**src/sv/fws_pkg.sv**
```systemverilog
// ----------------------------------------------------------------------------
// fws_pkg
// Types, codes and reset constants for the filter wheel step sequencer.
// ----------------------------------------------------------------------------
`default_nettype none

package fws_pkg;

    // request codes
    localparam logic [1:0] REQ_TICK   = 2'd0;
    localparam logic [1:0] REQ_SELECT = 2'd1;
    localparam logic [1:0] REQ_HOME   = 2'd2;

    // configuration register indexes
    localparam int unsigned CFG_IDX_W = 3;
    localparam logic [CFG_IDX_W-1:0] CFG_PULSE_TICKS   = 3'd0;
    localparam logic [CFG_IDX_W-1:0] CFG_TIMEOUT_TICKS = 3'd1;
    localparam logic [CFG_IDX_W-1:0] CFG_HOME_ATTEMPTS = 3'd2;
    localparam logic [CFG_IDX_W-1:0] CFG_POSITIONS     = 3'd3;
    localparam int unsigned CFG_DATA_W = 24;

    // configuration reset values
    localparam logic [15:0] RST_PULSE_TICKS   = 16'd200;
    localparam logic [23:0] RST_TIMEOUT_TICKS = 24'd20000;
    localparam logic [3:0]  RST_HOME_ATTEMPTS = 4'd8;
    localparam logic [3:0]  RST_POSITIONS     = 4'd6;

    // slot count clamp
    localparam logic [3:0] MIN_SLOTS = 4'd2;
    localparam logic [3:0] MAX_SLOTS = 4'd8;

    typedef enum logic [1:0] {
        PH_IDLE = 2'd0,
        PH_HIGH = 2'd1,
        PH_LOW  = 2'd2,
        PH_WAIT = 2'd3
    } t_phase;

    typedef enum logic [2:0] {
        ST_IDLE    = 3'd0,
        ST_BUSY    = 3'd1,
        ST_DONE    = 3'd2,
        ST_TIMEOUT = 3'd3,
        ST_NOHOME  = 3'd4
    } t_status;

    typedef struct packed {
        logic [1:0] req_type;
        logic [2:0] target_filter;
        logic       home_switch_n;
        logic       moving_sense;
    } t_in_item;

    typedef struct packed {
        logic       step_line;
        logic [2:0] current_filter;
        logic       homed;
        logic       moving;
        logic [2:0] status;
    } t_out_item;

    typedef struct packed {
        logic [15:0] pulse_ticks;
        logic [23:0] timeout_ticks;
        logic [3:0]  home_attempts;
        logic [3:0]  positions;
    } t_cfg;

endpackage

`default_nettype wire

```
**src/sv/fws_cfg_regs.sv**
```systemverilog
// ----------------------------------------------------------------------------
// fws_cfg_regs
// Configuration register file; writes to unknown indexes are dropped.
// ----------------------------------------------------------------------------
`default_nettype none

module fws_cfg_regs (
    input  wire logic                             i_clk,
    input  wire logic                             i_rst_n,
    input  wire logic                             i_cfg_valid,
    input  wire logic [fws_pkg::CFG_IDX_W-1:0]    i_cfg_index,
    input  wire logic [fws_pkg::CFG_DATA_W-1:0]   i_cfg_data,
    output fws_pkg::t_cfg                         o_cfg
);
    import fws_pkg::*;

    t_cfg r_cfg;

    always_ff @(posedge i_clk) begin
        if (!i_rst_n) begin
            r_cfg.pulse_ticks   <= RST_PULSE_TICKS;
            r_cfg.timeout_ticks <= RST_TIMEOUT_TICKS;
            r_cfg.home_attempts <= RST_HOME_ATTEMPTS;
            r_cfg.positions     <= RST_POSITIONS;
        end else if (i_cfg_valid) begin
            unique case (i_cfg_index)
                CFG_PULSE_TICKS:   r_cfg.pulse_ticks   <= i_cfg_data[15:0];
                CFG_TIMEOUT_TICKS: r_cfg.timeout_ticks <= i_cfg_data[23:0];
                CFG_HOME_ATTEMPTS: r_cfg.home_attempts <= i_cfg_data[3:0];
                CFG_POSITIONS:     r_cfg.positions     <= i_cfg_data[3:0];
                default: ;
            endcase
        end
    end

    assign o_cfg = r_cfg;

endmodule

`default_nettype wire

```
**src/sv/fws_core.sv**
```systemverilog
// ----------------------------------------------------------------------------
// fws_core
// Sequencer state and its single-item update; result formed from next state.
// ----------------------------------------------------------------------------
`default_nettype none

module fws_core (
    input  wire logic        i_clk,
    input  wire logic        i_rst_n,
    input  wire logic        i_en,
    input  fws_pkg::t_cfg    i_cfg,
    input  fws_pkg::t_in_item i_item,
    output fws_pkg::t_out_item o_result
);
    import fws_pkg::*;

    // v mod n for v < 8, 2 <= n <= 8
    function automatic logic [2:0] f_mod_slot(input logic [2:0] v, input logic [3:0] n);
        logic [3:0] r;
        r = {1'b0, v};
        for (int k = 0; k < 4; k++) begin
            if (r >= n) r = r - n;
        end
        return r[2:0];
    endfunction

    t_phase     r_phase,  n_phase;
    logic [23:0] r_cnt,   n_cnt;
    logic [2:0] r_steps,  n_steps;
    logic [3:0] r_tries,  n_tries;
    logic       r_homing, n_homing;
    logic [2:0] r_pos,    n_pos;
    t_status    r_status, n_status;

    logic [3:0]  slots;
    logic [23:0] cnt_inc;
    logic [2:0]  tgt_m, pos_m;
    logic [3:0]  fwd_steps;
    logic [2:0]  pos_next;

    always_comb begin
        if (i_cfg.positions < MIN_SLOTS)      slots = MIN_SLOTS;
        else if (i_cfg.positions > MAX_SLOTS) slots = MAX_SLOTS;
        else                                  slots = i_cfg.positions;

        cnt_inc = r_cnt + 24'd1;
        tgt_m   = f_mod_slot(i_item.target_filter, slots);
        pos_m   = f_mod_slot(r_pos, slots);
        if (tgt_m >= pos_m) fwd_steps = {1'b0, tgt_m} - {1'b0, pos_m};
        else                fwd_steps = {1'b0, tgt_m} + slots - {1'b0, pos_m};
        pos_next = (({1'b0, pos_m} + 4'd1) == slots) ? 3'd0 : pos_m + 3'd1;

        n_phase  = r_phase;
        n_cnt    = r_cnt;
        n_steps  = r_steps;
        n_tries  = r_tries;
        n_homing = r_homing;
        n_pos    = r_pos;
        n_status = r_status;

        unique case (r_phase)
            PH_IDLE: begin
                if (i_item.req_type == REQ_SELECT) begin
                    n_homing = 1'b0;
                    if (fwd_steps == 4'd0) begin
                        n_phase = PH_IDLE; n_cnt = '0; n_steps = '0; n_status = ST_DONE;
                    end else begin
                        n_steps  = fwd_steps[2:0];
                        n_phase  = PH_HIGH; n_cnt = '0; n_status = ST_BUSY;
                    end
                end else if (i_item.req_type == REQ_HOME) begin
                    n_homing = 1'b1;
                    n_tries  = i_cfg.home_attempts;
                    if (!i_item.home_switch_n) begin
                        n_pos   = '0;
                        n_phase = PH_IDLE; n_cnt = '0; n_steps = '0; n_homing = 1'b0;
                        n_status = ST_DONE;
                    end else if (i_cfg.home_attempts == 4'd0) begin
                        n_phase = PH_IDLE; n_cnt = '0; n_steps = '0; n_homing = 1'b0;
                        n_status = ST_NOHOME;
                    end else begin
                        n_tries = i_cfg.home_attempts - 4'd1;
                        n_phase = PH_HIGH; n_cnt = '0; n_status = ST_BUSY;
                    end
                end
            end
            PH_HIGH, PH_LOW: begin
                n_cnt = cnt_inc;
                if (cnt_inc >= {8'd0, i_cfg.pulse_ticks}) begin
                    n_phase = (r_phase == PH_HIGH) ? PH_LOW : PH_WAIT;
                    n_cnt   = '0;
                end
            end
            PH_WAIT: begin
                if (!i_item.moving_sense) begin
                    n_pos = pos_next;
                    if (r_homing) begin
                        if (r_tries == 4'd0) begin
                            n_phase = PH_IDLE; n_cnt = '0; n_steps = '0; n_homing = 1'b0;
                            n_status = ST_NOHOME;
                        end else if (!i_item.home_switch_n) begin
                            n_pos   = '0;
                            n_phase = PH_IDLE; n_cnt = '0; n_steps = '0; n_homing = 1'b0;
                            n_status = ST_DONE;
                        end else begin
                            n_tries = r_tries - 4'd1;
                            n_phase = PH_HIGH; n_cnt = '0; n_status = ST_BUSY;
                        end
                    end else begin
                        n_steps = r_steps - 3'd1;
                        if (n_steps == 3'd0) begin
                            n_phase = PH_IDLE; n_cnt = '0; n_homing = 1'b0;
                            n_status = ST_DONE;
                        end else begin
                            n_phase = PH_HIGH; n_cnt = '0; n_status = ST_BUSY;
                        end
                    end
                end else begin
                    n_cnt = cnt_inc;
                    if (cnt_inc >= i_cfg.timeout_ticks) begin
                        n_phase = PH_IDLE; n_cnt = '0; n_steps = '0; n_homing = 1'b0;
                        n_status = ST_TIMEOUT;
                    end
                end
            end
        endcase

        // switch at home pins the tracked slot
        if (!i_item.home_switch_n) n_pos = '0;

        o_result.step_line      = (n_phase != PH_LOW);
        o_result.current_filter = n_pos;
        o_result.homed          = ~i_item.home_switch_n;
        o_result.moving         = i_item.moving_sense;
        o_result.status         = n_status;
    end

    always_ff @(posedge i_clk) begin
        if (!i_rst_n) begin
            r_phase  <= PH_IDLE;
            r_cnt    <= '0;
            r_steps  <= '0;
            r_tries  <= '0;
            r_homing <= 1'b0;
            r_pos    <= '0;
            r_status <= ST_IDLE;
        end else if (i_en) begin
            r_phase  <= n_phase;
            r_cnt    <= n_cnt;
            r_steps  <= n_steps;
            r_tries  <= n_tries;
            r_homing <= n_homing;
            r_pos    <= n_pos;
            r_status <= n_status;
        end
    end

endmodule

`default_nettype wire

```
**src/sv/filter_wheel_step_sequencer.sv**
```systemverilog
// ----------------------------------------------------------------------------
// filter_wheel_step_sequencer
// Step pulse sequencer for a TTL filter wheel with slot tracking and homing.
// ----------------------------------------------------------------------------
//
//   channel | direction | handshake               | payload
//   --------+-----------+-------------------------+---------------------------
//   in      | input     | i_in_valid / o_in_ready | i_in  (t_in_item)
//   out     | output    | o_out_valid/ i_out_ready| o_out (t_out_item)
//   cfg     | input     | i_cfg_valid/ o_cfg_ready| i_cfg_index, i_cfg_data
//
// Throughput is one item per cycle while the sink does not stall; an item
// passes the input register, then the state update into the result register.
// Reset is synchronous: sequencer control state and configuration return to
// defaults, both pipeline stages empty.
// While a result waits on a stalled sink, the input stage still takes one
// more item; o_in_ready drops only when both stages hold items.
// The cfg port is always ready.
// ----------------------------------------------------------------------------
`default_nettype none

module filter_wheel_step_sequencer (
    input  wire logic                           i_clk,
    input  wire logic                           i_rst_n,
    // item input
    input  wire logic                           i_in_valid,
    output      logic                           o_in_ready,
    input  fws_pkg::t_in_item                   i_in,
    // result output
    output      logic                           o_out_valid,
    input  wire logic                           i_out_ready,
    output fws_pkg::t_out_item                  o_out,
    // configuration writes
    input  wire logic                           i_cfg_valid,
    output      logic                           o_cfg_ready,
    input  wire logic [fws_pkg::CFG_IDX_W-1:0]  i_cfg_index,
    input  wire logic [fws_pkg::CFG_DATA_W-1:0] i_cfg_data
);
    import fws_pkg::*;

    t_cfg      cfg;
    t_out_item core_result;

    // input stage
    logic      r_s1_valid;
    t_in_item  r_s1_item;
    // result stage
    logic      r_out_valid;
    t_out_item r_out;

    logic advance;

    // the state update fires when the item moves into the result stage
    assign advance    = r_s1_valid && (!r_out_valid || i_out_ready);
    assign o_in_ready = !r_s1_valid || advance;
    assign o_cfg_ready = 1'b1;

    fws_cfg_regs u_cfg (
        .i_clk       (i_clk),
        .i_rst_n     (i_rst_n),
        .i_cfg_valid (i_cfg_valid),
        .i_cfg_index (i_cfg_index),
        .i_cfg_data  (i_cfg_data),
        .o_cfg       (cfg)
    );

    fws_core u_core (
        .i_clk    (i_clk),
        .i_rst_n  (i_rst_n),
        .i_en     (advance),
        .i_cfg    (cfg),
        .i_item   (r_s1_item),
        .o_result (core_result)
    );

    always_ff @(posedge i_clk) begin
        if (!i_rst_n) begin
            r_s1_valid <= 1'b0;
        end else if (o_in_ready) begin
            r_s1_valid <= i_in_valid;
        end
    end

    // payload, no reset
    always_ff @(posedge i_clk) begin
        if (o_in_ready && i_in_valid) begin
            r_s1_item <= i_in;
        end
    end

    always_ff @(posedge i_clk) begin
        if (!i_rst_n) begin
            r_out_valid <= 1'b0;
        end else if (advance) begin
            r_out_valid <= 1'b1;
        end else if (i_out_ready) begin
            r_out_valid <= 1'b0;
        end
    end

    always_ff @(posedge i_clk) begin
        if (advance) begin
            r_out <= core_result;
        end
    end

    assign o_out_valid = r_out_valid;
    assign o_out       = r_out;

    // ------------------------------------------------------------------------
    // assertions
    // ------------------------------------------------------------------------

    // the line is only driven low mid-step
    a_low_means_busy: assert property (@(posedge i_clk) disable iff (!i_rst_n)
        (o_out_valid && !o_out.step_line) |-> (o_out.status == ST_BUSY))
        else $error("step line low outside a busy sequence");

    // home switch pins the tracked slot to zero
    a_homed_slot_zero: assert property (@(posedge i_clk) disable iff (!i_rst_n)
        (o_out_valid && o_out.homed) |-> (o_out.current_filter == 3'd0))
        else $error("homed result with nonzero slot");

    // a result only appears after an item sat in the input stage
    a_result_from_item: assert property (@(posedge i_clk) disable iff (!i_rst_n)
        $rose(o_out_valid) |-> $past(r_s1_valid))
        else $error("result without a staged item");

endmodule

`default_nettype wire

```
**config.mk**
```make
export PLATFORM = sky130hd
export DESIGN_NAME = filter_wheel_step_sequencer
export DESIGN_NICKNAME = d
export VERILOG_FILES = /design/src/sv/fws_pkg.sv /design/src/sv/fws_cfg_regs.sv /design/src/sv/fws_core.sv /design/src/sv/filter_wheel_step_sequencer.sv
export SDC_FILE = /design/constraint.sdc
export NUM_CORES = 1
export LEC_CHECK = 0
export ABC_AREA = 0
export BUFFER_PORTS_ARGS = -buffer_cell sky130_fd_sc_hd__buf_2
export CORE_ASPECT_RATIO = 0.75
export CORE_MARGIN = 1
export CORE_UTILIZATION = 50
export DETAILED_ROUTE_END_ITERATION = 6
export GPL_ROUTABILITY_DRIVEN = 0
export PLACE_DENSITY = 0.68
export SLEW_MARGIN = 30
export SYNTH_ARGS = -nofsm -noshare
export SYNTH_HDL_FRONTEND = slang
export SYNTH_SLANG_ARGS = --single-unit
export TNS_END_PERCENT = 100
```
**constraint.sdc**
```tcl
create_clock -name i_clk -period 11.3 [get_ports i_clk]
set_input_delay 1.13 -clock i_clk [delete_from_list [all_inputs] [get_ports i_clk]]
set_output_delay 1.13 -clock i_clk [all_outputs]
set_load 0.1 [all_outputs]
```
==> results.md, run 1 <==
- Outcome: finished clean
- Post-synthesis sequential area ratio: 0.285
- Worst ir drop on vdd: 0.0983 mV
- Max Clock Skew: 0.0105 ns
- Chip width: 148 microns
- Multiplexer share of the synthesized area: 0.0444
- Total grt overflow: 0
- Die area: 0.0165 sq mm
- Final min period: 10.23 ns
- Leak Pwr: about 3.6 nW
- Synthesized area: 0.00800 sq mm
- Asr flop ratio synth: 0
- Crit path largest cell delay: around 0.67 ns
- TritonCTS Buffers: 9
- Post-Synth Adder-Cell Area: 0.165
- Worst Hold Endpoint: u_cfg.o_cfg[21]
- PwrDens: roughly 140 mW/mm^2
- Wire per inst: 14.7 microns
- Synth Area in Compound Gates: 0.187
- CORE AREA: around 0.015 sq mm
- Hold depth: 2
- Slowest cell on crit path: dfxtp_1
- Deepest clock path buffer count: 2
- Clock slew at reported path FFs: 0.08 ns
- Startpoint types: flop
- Synth Flop Type: dfxtp_1
- DRT Pass-1 Iters: 6
- Crit path arrival time: between 10 and 15 ns
- Worst Max-Slew Pin Slew: 0.966 ns
- Worst Reg-to-Reg Cells: 42
- ANT nets after route: 0
- Main combinational cell family by area after synthesis: simple AND/OR/NAND/NOR gates
- H-tree Lvls: 3
- Count leader, synth: nand2_1
- Synth warnings: 0
- R2R Setup Slk: 1.07 ns
- Final hold violations: 0
- Root Buffer: clkbuf_16
- Sink Count: 106
- Yosys reg bits: 106
- Synth top area share: 0.225
- Synthesized Nets: between 1000 and 1500
- Max-Cap Viols: 0
- Setup TNS Final: 0 ns
- Most common cell on crit path: ha_1
- Die height: 112 microns
- Largest net degree at the start of global routing: 54
- Period utilization: 0.905
- Count of cell types in the netlist: 81
- CTS tree: done
- DRC violations left: 0
- Largest area contributor in the netlist: dfxtp_1
- Detailed Route WL: between 15 and 20 mm
- Post-CTS Setup Repair Bufs: 0
- Row count: 39
- Number of global-route vias before repair: 6003
- Cell types occupying the most area after synthesis: dfxtp_1, ha_1, nand2_1
- Final core utilization: 0.563
- Port Buf Inserts: 49
- I/O pin cnt: between 50 and 60
- Initial DRC count: 432
- Syn_area_per_cell: between 8 and 9 sq um
- Cells after Synth: 984
- Fin. max-slew vios: 0
- Worst Path Max Fanout: 14
- Max-slew headroom: 0.354
- Starting Density: 0.519
- Post-cts resize count: 0
- Type of the most critical hold path: reg2reg
- Worst r2r src: u_cfg.o_cfg[3]
- Layout cell share with drive strength beyond 1: 0.108
- Syn-to-layout area delta: 8.52%
- Post-DP HPWL: 13.6 mm
- CP endpoint kind: flop
- GRT Overall Usage: 0.227
- Xor/xnor cell area share of the yosys netlist: 0.0580
- Hold path start: u_cfg.o_cfg[21]
- Setup Viol. Count Final: 0
- NumNets Final: about 1100
- Via/cell ratio: around 5.5
- Via count: 6737
- Initial antenna violation count: 0
- Critical path type: reg2reg
- First-pass GRT wire length: 30.1 mm
- RSZ-0062 raised after global routing: no
- Number of diodes: 0
- Clock Latency Late Sink: 0.35 ns
- Maximum clock frequency: 97.7 MHz
- EDFF count, synth: 16
- CP Data Required Time: 11.39 ns
- Simple-Gate Fraction of Synth Area: 0.199
- Hold_buf cts: 0
- Worst reg2reg endpoint: o_out[0]
- Commonest cells in the synthesized netlist: nand2_1, dfxtp_1, ha_1
[cell families (layout without fill, tap and decap cells)]
kind of cell / Yosys count / count (layout)
DFF: 106 / 106
xor gates and xnor gates: 53 / 53
other: 1 / 1
adders and majority gates: 99 / 99
buffers and inverters: 122 / 153
muxes: 34 / 34
AOI/OAI and AO/OA: 228 / 228
and+or+nand+nor: 341 / 341
[layout by cell type (no fill, tap or decap), types with 10 or more instances in the layout]
cell       synthesis  layout
ha_1              87      87
xor2_1            13      13
mux2_2            12      12
dfxtp_1           90      90
edfxtp_1          16      16
a211oi_1          13      13
nor2b_1           12      12
nor3_1            20      19
inv_1             83      83
o21ai_0           41      41
nand2b_1          13      13
clkbuf_16          0      10
a21oi_1           79      79
mux2i_1           22      22
o211ai_1          12      12
buf_2              3      49
nand3_1           20      20
fa_1              11      11
xnor2_1           40      40
nand2_1          145     145
a21o_1            20      20
nor2_1            78      77
[stage by stage]
step | worst slack [ns] | instances | cell area [sq um] | hold slack [ns] | total power, mW
after floorplan | 2.71 | 984 | 8000 | 0.436 | 0.753
after global placement | 1.52 | 1204 | 8360 | 0.445 | 0.839
after detailed placement | 1.27 | 1204 | 8360 | 0.446 | 0.845
after CTS | 1.21 | 1220 | 8680 | 0.456 | 1.18
after global routing | 0.0244 | 1220 | 8680 | 0.474 | 1.26
final | 1.07 | 1220 | 8680 | 0.453 | 1.18
[per-layer routing]
metal	GRT usage	vias to the layer above	part of all wire
met2	0.300	178	0.37
met1	0.368	3073	0.56
met5	0	-	0
met3	0.0451	10	0.061
met4	0.0460	0	0.0071
li1	-	3476	-
[worst max-delay path, delay by kind of cell (launching register included)]
family                     cells  cell delay [ns]
buffers and inverters          5             0.79
adders and majority gates      9             2.94
AOI/OAI and AO/OA             14             3.47
xor gates and xnor gates       2             0.28
DFF                            1             0.67
and+or+nand+nor               11             1.65
muxes                          1             0.14
[power by group]
part	internal [mW]	switching, mW
Clock	0.193	0.143
Sequential	0.393	0.00745
Combinational	0.193	0.251
[cell type report]
cell class / instances / area, sq um
clock inverter: 4 / 52.6
multi-input combinational: 756 / 5240
sequential: 106 / 2280
inverter: 87 / 328
clock buffer: 12 / 268
tap: 205 / 256
fill: 1476 / 6740
timing repair buffer: 50 / 253
[worst max-delay path by stage]
stage / startpoint / endpoint / slack [ns] / cells past startpoint
detailed placement: u_cfg.o_cfg[3] / o_out[0] / 1.27 / 42
floorplan: u_cfg.o_cfg[2] / o_out[0] / 2.71 / 42
finish: u_cfg.o_cfg[3] / o_out[0] / 1.07 / 42
global route: u_cfg.o_cfg[3] / o_out[0] / 0.02 / 42
global placement: u_cfg.o_cfg[3] / o_out[0] / 1.52 / 42
CTS: u_cfg.o_cfg[3] / o_out[0] / 1.21 / 42
[state kept, by name, summed over array words and instances (netlist names)]
name	cells
r_s1_item	7
u_core.r_steps	3
o_out	9
o_out_valid	1
r_s1_valid	1
u_core.r_cnt	24
u_core.r_homing	1
u_core.r_phase	2
u_core.r_tries	4
u_core.r_pos	3
u_core.r_status	3
u_cfg.o_cfg	48
Note: power is estimated with default switching activity, not from simulation.
==> inputs of run 2 (changes only) <==
--- a/config.mk
+++ b/config.mk
@@ -9,10 +9,9 @@
 export BUFFER_PORTS_ARGS = -buffer_cell sky130_fd_sc_hd__buf_2
 export CORE_ASPECT_RATIO = 0.75
 export CORE_MARGIN = 1
-export CORE_UTILIZATION = 50
+export CORE_UTILIZATION = 35
 export DETAILED_ROUTE_END_ITERATION = 6
 export GPL_ROUTABILITY_DRIVEN = 0
-export PLACE_DENSITY = 0.68
 export SLEW_MARGIN = 30
 export SYNTH_ARGS = -nofsm -noshare
 export SYNTH_HDL_FRONTEND = slang
==> results.md, run 2 (synthesis gave the netlist of run 1 again) <==
- PwrDens: 132 mW/mm^2 (-3.1%)
- DRT Pass-1 Iters: 5 (-1)
- Total design power: 1.15 mW (-2.2%)
- Maximum clock frequency: 95.8 MHz (-2.0%)
- Hold_buf cts: 0 (unchanged)
- Via count: 6688 (-0.73%)
- H-tree Lvls: 3 (unchanged)
- Post-DP HPWL: 14.5 mm (+6.4%)
- ANT nets after route: 0 (unchanged)
- Worst Max-Slew Pin Slew: 0.986 ns (+0.0192 ns)
- Setup TNS Final: 0 ns (unchanged)
- Type of the most critical hold path: reg2reg
- Worst Path Max Fanout: 14 (unchanged)
- Crit path arrival time: 10.55 ns (+0.23 ns)
- Max FFs per register: 48 (unchanged)
- Root Buffer: clkbuf_16
- Chip width: 177 microns (+19%)
- Setup Viol. Count Final: 0 (unchanged)
- Post-CTS Setup Repair Bufs: 0 (unchanged)
- Worst ir drop on vdd: 0.0753 mV (-23%)
- Slowest cell on crit path: dfxtp_1
- Final hold violations: 0 (unchanged)
- Sw Share: 0.357 (+0.0175)
- NumNets Final: 1148 (+0.087%)
- WL met2: 7.40 mm (+12%)
- Most common cell after layout, fill and taps aside: nand2_1
- Die height: 133 microns (+19%)
- Via/cell ratio: 5.11 (-7.5%)
- CP Data Required Time: 11.41 ns (+0.02 ns)
- Starting Density: 0.360 (-0.159)
- CTS tree: done
- Routed wl met3: 986 microns (-9.4%)
- Top layer reached by signal wires: met4
- P_int: 0.742 mW (-4.8%)
- Multi-input gate area: 0.00524 sq mm (unchanged)
- Syn-to-layout area delta: 9.57%
- Total grt overflow: 0 (unchanged)
- Critical path's top delay family: compound AO/OA/AOI/OAI gates
- Sequential cell area: 0.00228 sq mm (unchanged)
- RSZ-0062 raised after global routing: no
- Outcome: finished clean
- Max-Cap Viols: 0 (unchanged)
- Initial antenna violation count: 0 (unchanged)
- Fillers: 2298 (+56%)
- First-pass GRT wire length: 32.0 mm (+6.1%)
- Final min period: 10.44 ns (+0.211 ns)
- Number of diodes: 0 (unchanged)
- CORE AREA: 0.0222 sq mm (+44%)
- Max Clock Skew: 0.0120 ns (+0.00149 ns)
- Most common cell on crit path: ha_1
- I/O pin cnt: 51 (unchanged)
- Part of the power in the clock network: 0.276 (-0.008)
- Initial DRC count: 413 (-4.4%)
- Startpoint types: flop
- Die area: 0.0235 sq mm (+42%)
- Sink Count: 106 (unchanged)
- P_sw: 0.413 mW (+2.9%)
- CP endpoint kind: flop
- Deepest clock path buffer count: 2 (unchanged)
- GRT Overall Usage: 0.169 (-0.0580)
- Max-slew headroom: 0.341 (-0.0128)
- Largest net degree at the start of global routing: 53 (-1.9%)
- M1 WL: 10.6 mm (+4.6%)
- Sequential power share: 0.347 (+0.008)
- Most frequent cells in the layout: nand2_1, dfxtp_1, ha_1
- Crit path buffers/inverters: 5 (unchanged)
- Port Buf Inserts: 49 (unchanged)
- TritonCTS Buffers: 9 (unchanged)
- Detailed Route WL: 19.1 mm (+6.5%)
- Wire per inst: 14.6 microns (-0.80%)
- DRC violations left: 0 (unchanged)
- Number of global-route vias before repair: 6189 (+3.1%)
- Clock slew at reported path FFs: 0.08 ns (about the same)
- Clock Latency Late Sink: 0.36 ns (about the same)
- Row count: 47 (+21%)
- Layout cell share with drive strength beyond 1: 0.109 (+0.000878)
- Final core utilization: 0.394 (-0.169)
- Post-cts resize count: 0 (unchanged)
- Period utilization: 0.924 (+0.0186)
- Fin. max-slew vios: 0 (unchanged)
- Crit path largest cell delay: 0.70 ns (+0.03 ns)
- Leak Pwr: 3.64 nW (-0.28%)
- Combinational share of power: 0.377 (about the same)
- Critical path type: reg2reg
## run 2: stage by stage
stage / hold WS, ns / area, sq um / cells / worst slack [ns]
2_1_floorplan: 0.436 / 8000 / 984 / 2.71
3_3_place_gp: 0.444 / 8480 / 1294 / 1.46
3_5_place_dp: 0.447 / 8480 / 1294 / 1.07
4_1_cts: 0.457 / 8770 / 1310 / 1.03
5_1_grt: 0.471 / 8770 / 1310 / 0.107
6_report: 0.456 / 8770 / 1310 / 0.859
## run 2: metal layers
metal	up-vias	GRT usage
met1	3047	0.267
met5	-	0
met3	10	0.0353
met4	0	0.0268
li1	3486	-
met2	145	0.233
## run 2: worst reg2reg max path, delay by kind of cell, from the launching register on
family                     cells  cell delay (ns)
AOI/OAI and AO/OA             14             3.53
adders and majority gates      9             2.95
and+or+nand+nor               11             1.75
buffers and inverters          5             0.80
DFF                            1             0.70
xor gates and xnor gates       2             0.30
muxes                          1             0.15
## run 2: power by group through the flow
| stage | Clock [mW] | Sequential, mW | Combinational, mW |
|---|---|---|---|
| after floorplan | 0 | 0.418 | 0.336 |
| after global placement | 0 | 0.409 | 0.431 |
| after detailed placement | 0 | 0.409 | 0.434 |
| after CTS | 0.328 | 0.400 | 0.437 |
| after global routing | 0.342 | 0.402 | 0.492 |
| final | 0.318 | 0.400 | 0.436 |
## run 2: area by class of cell
type,count,share of cell area
multi-input combinational,756,0.598
sequential,106,0.260
tap,294,0.0420
inverter,87,0.0373
timing repair buffer,51,0.0297
clock buffer,10,0.0261
clock inverter,6,0.00657
## run 2: path summary, 6_finish.rpt
check / start / to / slack [ns] / cells after the start
max: u_cfg.o_cfg[3] / o_out[0] / 0.86 / 42
min: u_cfg.o_cfg[11] / u_cfg.o_cfg[11] / 0.46 / 2
max reg2reg: u_cfg.o_cfg[3] / o_out[0] / 0.86 / 42
min reg2reg: u_cfg.o_cfg[11] / u_cfg.o_cfg[11] / 0.46 / 2
==> inputs of run 3 (changes only) <==
--- a/config.mk
+++ b/config.mk
@@ -12,8 +12,10 @@
 export CORE_UTILIZATION = 35
 export DETAILED_ROUTE_END_ITERATION = 6
 export GPL_ROUTABILITY_DRIVEN = 0
+export RECOVER_POWER = 50
 export SLEW_MARGIN = 30
 export SYNTH_ARGS = -nofsm -noshare
 export SYNTH_HDL_FRONTEND = slang
+export SYNTH_HIERARCHICAL = 1
 export SYNTH_SLANG_ARGS = --single-unit
 export TNS_END_PERCENT = 100
==> results.md, run 3 <==
- Synth top area share: 0.212 (-0.0133)
- Worst Hold Slack: 0.460 ns (+0.00450 ns)
- Max Clock Skew: 0.00911 ns (-0.00286 ns)
- Worst r2r src: u_cfg/o_cfg[3]
- Setup Viol. Count Final: 0 (unchanged)
- DRT Pass-1 Iters: 4 (-1)
- Final min period: 9.76 ns (-0.677 ns)
- Slowest cell on crit path: fa_1
- Asr flop ratio synth: 0 (unchanged)
- Chip width: 182 microns (+3.1%)
- CP endpoint kind: flop
- Cell types occupying the most area after synthesis: dfxtp_1, ha_1, mux2i_1
- P_int: 0.793 mW (+7.0%)
- Final hold violations: 0 (unchanged)
- Most frequent cells in the layout: nand2_1, dfxtp_1, inv_1, ha_1, mux2i_1
- Max-Cap Viols: 2 (+2)
- Count leader, synth: nand2_1
- Starting Density: 0.363 (+0.00313)
- Commonest cells in the synthesized netlist: nand2_1, dfxtp_1, ha_1, inv_1, mux2i_1
- Clock Latency Late Sink: 0.36 ns (about the same)
- Die area: 0.0249 sq mm (+6.2%)
- Via/cell ratio: 5.26 (+3.1%)
- Via count: 6970 (+4.2%)
- First-pass GRT wire length: 33.0 mm (+3.3%)
- Sink Count: 106 (unchanged)
- Type of the most critical hold path: reg2reg
- Sequential power share: 0.311 (-0.036)
- Crit path arrival time: 9.97 ns (-0.58 ns)
- Post-synthesis sequential area ratio: 0.268 (-0.0169)
- Synthesized area: 0.00850 sq mm (+6.3%)
- PwrDens: 141 mW/mm^2 (+7.1%)
- Cells after Synth: 989 (+0.51%)
- Hold depth: 2 (unchanged)
- Setup TNS Final: 0 ns (unchanged)
- Detailed Route WL: 19.9 mm (+4.4%)
- Number of global-route vias before repair: 6419 (+3.7%)
- Worst Setup SP: u_cfg/o_cfg[3]
- Number of diodes: 0 (unchanged)
- Max FFs per register: 48 (unchanged)
- Critical path type: reg2reg
- Port Buf Inserts: 49 (unchanged)
- # placed instances: 1307 (+1.0%)
- Largest area contributor in the netlist: dfxtp_1
- Fillers: 2368 (+3.0%)
- R2R Setup Slk: 1.54 ns (+0.68 ns)
- Startpoint types: flop
- Largest net degree at the start of global routing: 74 (+40%)
- Syn_area_per_cell: 8.60 sq um (+5.7%)
- Post-CTS Setup Repair Bufs: 0 (unchanged)
- Layout cell share with drive strength beyond 1: 0.106 (-0.00281)
- Worst Path Max Fanout: 20 (+6)
- CORE AREA: 0.0234 sq mm (+5.4%)
- Row count: 48 (+2.1%)
- Syn-to-layout area delta: 8.74%
- CP Data Required Time: 11.51 ns (+0.10 ns)
- GRT Overall Usage: 0.166 (-0.00293)
- Leak Pwr: 3.69 nW (+1.5%)
- Maximum clock frequency: 102 MHz (+6.9%)
- Most common cell after layout, fill and taps aside: nand2_1
- CTS tree: done
- Combinational share of power: 0.442 (+0.065)
- NumNets Final: 1156 (+0.70%)
- Worst Hold Endpoint: u_cfg/o_cfg[16]
- Count of cell types in the netlist: 96 (+19%)
- DRC violations left: 0 (unchanged)
- Wire per inst: 15.0 microns (+3.3%)
- Synth Flop Type: dfxtp_1
- Max-slew headroom: -0.833 (-1.17)
- Worst ir drop on vdd: 0.0906 mV (+20%)
- Clock slew at reported path FFs: 0.08 ns (about the same)
- TritonCTS Buffers: 9 (unchanged)
- Hold_buf cts: 0 (unchanged)
- Total design power: 1.30 mW (+13%)
- Deepest clock path buffer count: 2 (unchanged)
- ANT nets after route: 0 (unchanged)
- Root Buffer: clkbuf_16
- Yosys reg bits: 106 (unchanged)
- Post-DP HPWL: 15.0 mm (+3.8%)
- I/O pin cnt: 51 (unchanged)
- Hold path start: u_cfg/o_cfg[16]
- Part of the power in the clock network: 0.247 (-0.029)
- Initial DRC count: 545 (+32%)
- RSZ-0062 raised after global routing: no
- P_sw: 0.510 mW (+24%)
- Worst Max-Slew Pin Slew: 2.75 ns (+1.76 ns)
- Post-cts resize count: 0 (unchanged)
- Worst Reg-to-Reg Cells: 42 (unchanged)
- Synth warnings: 6 (+6)
- Most common cell on crit path: ha_1
- Fin. max-slew vios: 132 (+132)
- Crit path largest cell delay: 0.45 ns (-0.25 ns)
- Sw Share: 0.391 (+0.0339)
- Fin cells: 1324 (+1.1%)
- Synthesized Nets: 1126 (+0.45%)
- Initial antenna violation count: 0 (unchanged)
- Period utilization: 0.864 (-0.0599)
- Worst reg2reg endpoint: o_out[0]
- Outcome: finished with violations
- H-tree Lvls: 3 (unchanged)
- EDFF count, synth: 16 (unchanged)
- Total grt overflow: 0 (unchanged)
- Die height: 137 microns (+3.1%)
- Violated checks: max-capacitance violations, max-slew violations
run 3: changes by cell type after synthesis, moves of 7 or more:
cell	change
a21boi_1	+7
nand2_1	-21
a21oi_1	-34
nor2b_1	+36
a22oi_1	+16
a21boi_0	+7
clkbuf_1	-7
o21ai_0	-9
nor2_1	-32
buf_2	+8
mux2i_1	+34
a21o_1	-14
run 3: worst max-delay path, delay by kind of cell (launching register included):
family / cells / cell delay [ns]
AO/OA/AOI/OAI: 18 / 3.53
adder cells (fa/ha/maj): 11 / 3.37
buffers and inverters: 5 / 0.86
flip-flops: 1 / 0.32
multiplexers: 2 / 0.52
AND/OR/NAND/NOR: 6 / 1.02
run 3: cell families after synthesis:
logic type / count (synthesis) / synth area share
AO/OA/AOI/OAI: 199 / 0.167
XOR/XNOR: 43 / 0.0459
adder cells (fa/ha/maj): 101 / 0.156
buffers and inverters: 130 / 0.0678
flip-flops: 106 / 0.268
multiplexers: 73 / 0.0884
other: 1 / 0.000441
AND/OR/NAND/NOR: 336 / 0.206
run 3: power by group through the flow:
| stage | Sequential (mW) | Combinational (mW) | Clock [mW] |
|---|---|---|---|
| finish | 0.406 | 0.576 | 0.322 |
| global route | 0.407 | 0.644 | 0.351 |
| CTS | 0.405 | 0.574 | 0.336 |
| detailed placement | 0.414 | 0.571 | 0 |
| global placement | 0.414 | 0.566 | 0 |
| floorplan | 0.427 | 0.436 | 0 |
run 3: worst max path at each step:
stage / endpoint / slack, ns / cells past startpoint
floorplan: o_out[0] / 2.47 / 41
global placement: o_out[1] / 1.77 / 42
detailed placement: o_out[1] / 1.50 / 42
CTS: o_out[8] / 1.43 / 42
global route: o_out[0] / 0.62 / 42
finish: o_out[0] / 1.54 / 42
run 3: layout make-up:
type,count,area [sq um],area share
multi-input combinational,753,5650,0.611
sequential,106,2280,0.247
tap,300,375,0.0406
inverter,91,344,0.0372
timing repair buffer,58,297,0.0321
clock buffer,9,225,0.0244
clock inverter,7,77.6,0.00839
run 3: stage by stage:
stage	setup slack [ns]	util	area, sq um
floorplan	2.47	-	8500
global placement	1.77	0.383	8960
detailed placement	1.50	0.383	8960
CTS	1.43	0.396	9270
global route	0.622	0.395	9250
finish	1.54	0.395	9250
run 3: metal layers:
layer	track usage	part of all wire	wire length (microns)	vias to the layer above
met4	0.0341	0.010	204	0
met2	0.232	0.39	7750	152
met5	0	0	0	-
met3	0.0301	0.043	865	17
li1	-	-	-	3556
met1	0.259	0.56	11100	3245
